<file path="config.mk">
export PLATFORM = sky130hd
export DESIGN_NAME = v2alu_sqrt_stage
export DESIGN_NICKNAME = d
export VERILOG_FILES = /design/src/hw/rtl/v2alu_pkg.sv /design/src/hw/rtl/v2alu_sqrt_stage.sv
export SDC_FILE = /design/constraint.sdc
export NUM_CORES = 1
export LEC_CHECK = 0
export BUFFER_PORTS_ARGS = -buffer_cell sky130_fd_sc_hd__clkbuf_2
export CAP_MARGIN = 20
export CORE_ASPECT_RATIO = 0.5
export CORE_MARGIN = 3
export CORE_UTILIZATION = 45
export DETAILED_ROUTE_END_ITERATION = 12
export PLACE_DENSITY = 0.75
export SLEW_MARGIN = 20
export SYNTH_ARGS = -nofsm -noshare
export SYNTH_HDL_FRONTEND = slang
export SYNTH_SLANG_ARGS = --single-unit
</file>
<file path="constraint.sdc">
create_clock -name i_clk -period 2.95 [get_ports i_clk]
set_input_delay 0.295 -clock i_clk [delete_from_list [all_inputs] [get_ports i_clk]]
set_output_delay 0.295 -clock i_clk [all_outputs]
set_load 0.02 [all_outputs]
</file>
<file path="src/hw/rtl/v2alu_pkg.sv">
`timescale 1ns / 1ps
// ----------------------------------------------------------------------------
// v2alu_pkg
// Shared types, codes and widths of the two-dimensional fixed-point vector unit.
// ----------------------------------------------------------------------------
package v2alu_pkg;

    localparam int WORD_BITS     = 32;
    localparam int FRACTION_BITS = 16;
    localparam int SQ_BITS       = 2 * WORD_BITS + 1;
    localparam int ROOT_BITS     = WORD_BITS + 1;
    localparam int NUM_BITS      = WORD_BITS + FRACTION_BITS;
    localparam int DEPTH         = ROOT_BITS + NUM_BITS + 4;

    typedef enum logic [2:0] {
        FN_ADD = 3'd0,
        FN_SUB = 3'd1,
        FN_SCALE = 3'd2,
        FN_LENGTH = 3'd3,
        FN_NORM = 3'd4
    } t_func;

    typedef struct packed {
        logic [2:0]                  func;
        logic signed [WORD_BITS-1:0] ax;
        logic signed [WORD_BITS-1:0] ay;
        logic signed [WORD_BITS-1:0] bx;
        logic signed [WORD_BITS-1:0] by;
        logic signed [WORD_BITS-1:0] factor;
    } t_in;

    typedef struct packed {
        logic signed [WORD_BITS-1:0] rx;
        logic signed [WORD_BITS-1:0] ry;
        logic [WORD_BITS-2:0]        magnitude;
        logic                        overflow;
        logic                        zero_vector;
    } t_out;

    // Saturate a sign plus magnitude to the signed word range.
    function automatic logic [WORD_BITS:0] sign_sat(input logic [NUM_BITS-1:0] mag,
                                                    input logic neg);
        logic [NUM_BITS-1:0] lim;
        logic [WORD_BITS-1:0] m;
        logic ov;
        lim = neg ? (NUM_BITS'(1) << (WORD_BITS-1)) : ((NUM_BITS'(1) << (WORD_BITS-1)) - 1'b1);
        ov  = mag > lim;
        m   = ov ? lim[WORD_BITS-1:0] : mag[WORD_BITS-1:0];
        return {ov, neg ? (~m + 1'b1) : m};
    endfunction

endpackage

</file>
<file path="src/hw/rtl/v2alu_sqrt_stage.sv">
`timescale 1ns / 1ps
// ----------------------------------------------------------------------------
// v2alu_sqrt_stage
// One restoring square-root step: decide one root bit per cycle.
// ----------------------------------------------------------------------------
module v2alu_sqrt_stage
    import v2alu_pkg::*;
(
    input  logic                 i_clk,
    input  logic [SQ_BITS-1:0]   i_rem,
    input  logic [ROOT_BITS-1:0] i_root,
    input  logic [1:0]           i_pair,
    output logic [SQ_BITS-1:0]   o_rem,
    output logic [ROOT_BITS-1:0] o_root
);
    logic [SQ_BITS-1:0] n_rem, trial;
    assign n_rem = {i_rem[SQ_BITS-3:0], i_pair};
    assign trial = {{(SQ_BITS-ROOT_BITS-2){1'b0}}, i_root, 2'b01};

    always_ff @(posedge i_clk) begin
        if (n_rem >= trial) begin
            o_rem  <= n_rem - trial;
            o_root <= {i_root[ROOT_BITS-2:0], 1'b1};
        end else begin
            o_rem  <= n_rem;
            o_root <= {i_root[ROOT_BITS-2:0], 1'b0};
        end
    end
endmodule

</file>
======== Word level (Yosys, flattened, before mapping) ========
Cells that the tools add are included.
W data, S select, Z words.
storage, ports and cells
  flip-flop bits (word level) ............. 98
  latch bits .............................. 0
  memory bits (writable) .................. 0
  memory bits (read-only) ................. 0
  bits of input ports ..................... 101
  output and inout bits ................... 98
  word-level logic and storage cells ...... 6
  memories ................................ 0
cells by class
  $add $sub $neg .......................... 1
  multipliers ............................. 0
  div/mod/pow operators ................... 0
  $lt $le $gt $ge ......................... 1
  equal/unequal tests ..................... 0
  shift operators ......................... 0
  muxes and demuxes ....................... 2
  bitwise gates (word level) .............. 0
  reduce and logical (&&, ||, !) cells .... 0
operators by type and width
  operator          number
  $ge A65 B35 Y1    1
  $mux W65          1
  $sub A65 B35 Y65  1
  $mux W1           1

======== Depth between registers and ports, before layout ========
Gate-level depths: netlist (run 1).
  word-level depth ........................ 2
  mapped depth ............................ 14
  depth with buffers taken out ............ 11

======== Worst setup path after synthesis (run 1) ========
OpenSTA, ideal clock, no wires.
  path kind ............................... in2reg
  start ................................... in i_rem[44]
  end ..................................... reg o_rem[62]
  setup time .............................. 0.071 ns
  data arrival time ....................... 2.776 ns
  data required time ...................... 2.879 ns
  slack ................................... 0.103 ns
  stages .................................. 7
  path buffers ............................ 0
  cell sequence ........................... or4_4 or4_4 or3_4 or2_4 or3_1 or4_1 a21oi_1
between the ends
  word-level cells in the longest chain between the ends .. 2
  elaborated cells on any way between the ends .. 3
  those cells by class .................... add/sub: 1; order compare: 1; mux: 1
ends and longest elaborated chain
  element                                                    RTL line                                        source
  start: declaration                                         v2alu_sqrt_stage.sv:10                          input logic [SQ_BITS-1:0] i_rem,
  $sub A65 B35 Y65 / $ge A65 B35 Y1 (equally long branches)  v2alu_sqrt_stage.sv:22, v2alu_sqrt_stage.sv:21
  $mux W65 *                                                 v2alu_sqrt_stage.sv:21                          if (n_rem >= trial) begin
  end signal: assignment                                     v2alu_sqrt_stage.sv:22                          o_rem <= n_rem - trial;
  end signal: assignment                                     v2alu_sqrt_stage.sv:25                          o_rem <= n_rem;
  end: declaration                                           v2alu_sqrt_stage.sv:13                          output logic [SQ_BITS-1:0] o_rem,
Mark *: on every way between the ends. The rest lies on a longest branch, timed or not.

======== Final worst setup path (run 1) ========
  start ................................... in i_root[13]
  end ..................................... reg o_rem[52]
between the ends
  word-level cells in the longest chain between the ends .. 2
  elaborated cells on any way between the ends .. 3
  those cells by class .................... add/sub: 1; order compare: 1; mux: 1
ends and longest elaborated chain
  element                                                    RTL line                                        source
  start: declaration                                         v2alu_sqrt_stage.sv:11                          input logic [ROOT_BITS-1:0] i_root,
  $sub A65 B35 Y65 / $ge A65 B35 Y1 (equally long branches)  v2alu_sqrt_stage.sv:22, v2alu_sqrt_stage.sv:21
  $mux W65 *                                                 v2alu_sqrt_stage.sv:21
Marks and branches as above.

==> metrics, run 1 <==
CTS tree done; Initial DRC Count 566; total wire length 17000 µm; Slew Limit Fails 0; sequential share of power 0.390; Final Wtd Congestion 0.991; Yosys top cell area share 0.362; CTS HTree Levels 3; Max-Cap Viols 0; Synth Area per Inst 8.14 µm²; register area share after synthesis 0.362; non-filler cells, final 1087; top cells by count, synth dfxtp_1, a21oi_1, nor2_1; syn_nets 802; Die ar. 13500 µm²; Via Count 5968; Clock Tree Root clkbuf_16; synthesized flop and latch total 98; die height 83.6 µm; Post-synth ARST share 0; WS Path Type in2reg; number of global-route vias before repair 5870; status completed; TritonCTS Buffers 9; count leader, synth dfxtp_1; clock network power share 0.305; setup TNS 0 ps; Ant. Diodes 0; largest net degree at the start of global routing 30; worst path required time 3240 ps; antenna violations before repair 0; Initial Utilization 0.476; CP Data Arrival Time 3100 ps; antenna-violating nets left 0; fmax 357 MHz; first-pass GRT wire length 27700 µm; Row Count 27; GRT Overall Usage 0.249; detailed placer's ending HPWL 13600 µm; Die W 161 µm; CTS max path bufs 2; Yosys warning count 0; crit start category input pin; P_sw 0.00127 W; Mapped Cells 666; IO Pins 199; drt first pass iters 5; placed inst area 7090 µm²; cell area after synthesis 5420 µm²; Post-Place Cells 1071; clk slew on worst S/H paths 70 ps; # clock sinks 98; drt wl/cell 15.6 µm; Hold-fix buffers, CTS 0; CP Max Fanout 10; port buffer count 196; period utilization 0.950; Overflow after GRT 0; P per Cell Area 528 nW/µm²; Worst-Margin Slew 569 ps; share of cells above drive strength 1 0.338; Worst Setup End Kind register; combinational power share 0.304; Slew headroom 0.617; post-CTS sizing 0; worst min path class in2reg; Final Critical Period 2800 ps; Internal 0.00263 W; core region area 11400 µm²; cell taking the most area after synthesis dfxtp_1; Setup Buffers After CTS 0; NumNets Final 1059; via/cell ratio 5.49; Top FF cell, synth dfxtp_1; Sw Share 0.326; Area Overhead vs Synth 36.3%; Synth cell types 58; Final Cell Area 7390 µm²; drt drc 0; RSZ-0062 raised after global routing no; maximum VDD drop 283 µV; EDFF count, synth 0; static leakage 3.64 nW; Synth area leaders dfxtp_1, ha_1, a21oi_1; final setup fails 0; Fin. Hold Viols 0
kinds of logic after synthesis:
group                      Yosys count  synth area share
and+or+nand+nor                    220             0.211
AOI/OAI and AO/OA                  197             0.223
DFF                                 98             0.362
buffers and inverters               71            0.0496
xor gates and xnor gates            41            0.0662
adders and majority gates           35            0.0807
muxes                                4           0.00830
power by group through the flow:
stage / logic (W) / clock network [W] / registers, W
floorplan: 0.000481 / 0 / 0.00175
CTS: 0.00118 / 0.00121 / 0.00152
global route: 0.00128 / 0.00127 / 0.00153
detailed placement: 0.00117 / 0 / 0.00155
finish: 0.00119 / 0.00119 / 0.00152
global placement: 0.00115 / 0 / 0.00155
stage by stage:
| step | utilization | total power (W) | hold WS (ps) | setup WS (ps) |
|---|---|---|---|---|
| global route | 0.649 | 0.00409 | 52.8 | 25.9 |
| CTS | 0.649 | 0.00391 | 53.2 | 221 |
| global placement | 0.623 | 0.00270 | 413 | -60.9 |
| detailed placement | 0.623 | 0.00272 | 414 | -143 |
| finish | 0.649 | 0.00390 | 56.8 | 147 |
| floorplan | - | 0.00223 | 323 | 103 |
cell type report:
cell class	count	area, µm²
inverters	43	161
fillers	989	3990
clock inverters	6	67.6
multi-input cells	497	3190
repair buffers	274	1580
flip-flops and latches	98	1960
clock buffers	10	229
well taps	159	199
critical path, cell delays in order:
cell and delay (ps):
clkbuf_2 90, inv_1 40, ha_1 320, a21oi_1 210, o21ai_0 170, a221oi_1 380
o22ai_1 160, a211o_1 340, a31o_2 340, buf_4 190, or4_1 460, nand2_1 90
registers in the layout (all words and copies together) (netlist names):
name    flops
o_rem      65
o_root     33
metal layers:
layer / share of wire / up-vias / track usage
met5: 0 / - / 0
met4: 0.024 / 0 / 0.0765
met3: 0.078 / 42 / 0.0570
met2: 0.47 / 290 / 0.433
met1: 0.43 / 2744 / 0.308
li1: - / 2892 / -
layout by cell type, fill, tap and decap left out, types with 3 or more instances in the layout:
master	Yosys	layout
inv_1	42	42
and3_1	3	3
a21oi_1	87	87
xnor2_1	22	22
nand3_1	8	8
or4_2	5	5
nor3_1	10	10
ha_1	35	35
o21ai_0	29	29
and4_1	6	6
xor2_1	19	19
buf_4	0	77
mux2_2	4	4
nor2_1	66	66
clkbuf_16	0	9
clkbuf_2	0	196
o21bai_1	7	7
o31ai_1	7	7
and2_1	4	4
nand4_1	10	10
or3_1	18	18
a21o_1	25	25
nand2b_1	7	7
or2_2	5	5
a21boi_0	3	3
o21a_1	4	4
nand2_1	47	47
or4_1	8	8
nor4_1	8	8
a31o_2	3	3
a31oi_1	6	6
dfxtp_1	98	98
a211oi_1	4	4
o211ai_1	6	6
path summary, 6_finish.rpt:
path | start | to | slack [ps] | cells past startpoint
worst max-delay path | i_root[13] | o_rem[52]$_DFF_P_ | 150 | 12
worst min-delay path | i_root[7] | o_root[8]$_DFF_P_ | 60 | 1
(Power assumes the default switching activity.)
==> inputs of run 2 (changes only) <==
ABC_AREA = 1   (was default)
CORE_UTILIZATION = 48   (was 45)
GPL_TIMING_DRIVEN = 0   (was default)
==> metrics, run 2 <==
Worst Setup End Kind register; CTS HTree Levels 3; Max-Cap Viols 0; TritonCTS Buffers 9; WS Path Type in2reg; Synth area leaders nand2_1, dfxtp_1, inv_1; min-delay src i_root[29]; # clock sinks 98; crit start category input pin; status completed; largest registers o_rem: 65 flops, o_root: 33 flops; core region area 14000 µm²; P per Cell Area 450 nW/µm²; NumNets Final 1578; Layout fillers 1425; Via Count 8308; antenna violations before repair 0; Post-synth ARST share 0; worst path required time 3230 ps; Initial Utilization 0.508; cell mode on critical path nand2_1; Setup Buffers After CTS 0; drt wl/cell 15.6 µm; Mapped Cells 1235; CP max-delay cell ha_1; syn_nets 1371; clock network power share 0.279; Synth Area per Inst 5.78 µm²; count leader, synth nand2_1; largest net degree at the start of global routing 15; RSZ-0062 raised after global routing no; Sw Share 0.369; Clock Tree Root clkbuf_16; commonest non-fill, non-tap cells in the layout nand2_1, inv_1, clkbuf_2; Top reg by flops o_rem; Slew Limit Fails 0; detailed placer's ending HPWL 21700 µm; port buffer count 196; Area Overhead vs Synth 20.7%; Fin. Hold Viols 0; post-CTS sizing 0; antenna-violating nets left 0; CTS max path bufs 2; Final Critical Period 2460 ps; sequential share of power 0.392; Yosys top cell area share 0.281; Final Wtd Congestion 1.00; final setup fails 0; Row Count 30; Total Power 0.00388 W; Critical path origin i_root[31]; number of global-route vias before repair 7672; Slew headroom 0.543; period utilization 0.836; Yosys warning count 0; synthesized flop and latch total 98; CP Data Arrival Time 2740 ps; combinational power share 0.329; cell taking the most area after synthesis nand2_1; Die W 178 µm; top cells by count, synth nand2_1, inv_1, nor2_1; static leakage 5.24 nW; drt drc 0; clk slew on worst S/H paths 70 ps; Die ar. 16500 µm²; EDFF count, synth 0; worst min path class in2reg; slowest stage delay, CP 450 ps; Synth cell types 33; Ant. Diodes 0; total wire length 25500 µm; CP Max Fanout 10; GRT Overall Usage 0.305; Hold-fix buffers, CTS 0; fmax 406 MHz; IO Pins 199; Overflow after GRT 0; hold endpoint o_root[30]$_DFF_P_; via/cell ratio 5.07; first-pass GRT wire length 39100 µm; critical path cell sequence clkbuf_2 > inv_1 > ha_1 > nand2_1 > inv_2 > nand2_2 > nor2_2 > nand2_1 > nor3_4 > nand4_4 > nand3_2 > buf_2 > nand2_1 > nand2_1; Internal 0.00245 W; Hold Crit Depth 1; P_sw 0.00143 W; die height 92.2 µm; share of cells above drive strength 1 0.171; flip-flop count of the largest register after layout 65; Initial DRC Count 673; cell area after synthesis 7130 µm²; maximum VDD drop 317 µV; setup TNS 0 ps; register area share after synthesis 0.275; Top FF cell, synth dfxtp_1; Worst-Margin Slew 679 ps; most common cell after layout, fill and taps aside nand2_1; CTS tree done; drt first pass iters 5
==> run 2: logic make-up after synthesis <==
family,synth area share
AND/OR/NAND/NOR,0.454
AO/OA/AOI/OAI,0.0256
buffers and inverters,0.146
XOR/XNOR,0.0381
adder cells (fa/ha/maj),0.0614
flip-flops,0.275
==> run 2: routing by layer <==
layer | global-route usage | vias to the layer above | wire (µm)
met5 | 0 | - | 0
met4 | 0.0602 | 0 | 405
met3 | 0.0902 | 27 | 2660
met2 | 0.470 | 374 | 10700
met1 | 0.424 | 3789 | 11700
li1 | - | 4118 | -
==> run 2: layout make-up <==
cell class                 count  area, µm²  area share
buffer                        17        110      0.0128
clock buffer                  12        236      0.0275
clock inverter                 3       17.5     0.00203
inverter                     249        935       0.109
multi-input combinational    871       4130       0.479
sequential                    98       1960       0.228
tap                          192        240      0.0279
timing repair buffer         196        981       0.114
==> run 2: per-stage QoR <==
| step | instances | instance area (µm²) | hold slack (ps) | setup slack (ps) | utilization |
|---|---|---|---|---|---|
| 4_1_cts | 1638 | 8610 | 48.7 | 572 | 0.613 |
| 3_5_place_dp | 1623 | 8360 | 413 | 215 | 0.595 |
| 5_1_grt | 1638 | 8610 | 47.2 | 359 | 0.613 |
| 3_3_place_gp | 1623 | 8360 | 412 | 230 | 0.595 |
| 2_1_floorplan | 1235 | 7130 | 323 | 957 | - |
| 6_report | 1638 | 8610 | 51.6 | 485 | 0.613 |
==> run 2: how the worst max path moves through the flow <==
stage	to	slack [ps]	depth (start not counted)
6_report	o_rem[34]$_DFF_P_	490	14
5_1_grt	o_rem[34]$_DFF_P_	360	14
4_1_cts	o_rem[34]$_DFF_P_	570	14
3_5_place_dp	o_rem[25]$_DFF_P_	210	15
3_3_place_gp	o_rem[44]$_DFF_P_	230	15
2_1_floorplan	o_rem[55]$_DFF_P_	960	16
==> run 2: power by group through the flow <==
stage	logic (W)	registers, W	clock network, W
after floorplan	0.000588	0.00175	0
after global placement	0.00123	0.00154	0
after detailed placement	0.00125	0.00155	0
after CTS	0.00126	0.00152	0.00110
after global routing	0.00140	0.00153	0.00116
final	0.00128	0.00152	0.00108
==> run 2: critical path, delay by kind of cell <==
family / cells / cell delay [ps]
adder cells (fa/ha/maj): 1 / 450
buffers and inverters: 4 / 510
AND/OR/NAND/NOR: 9 / 1460
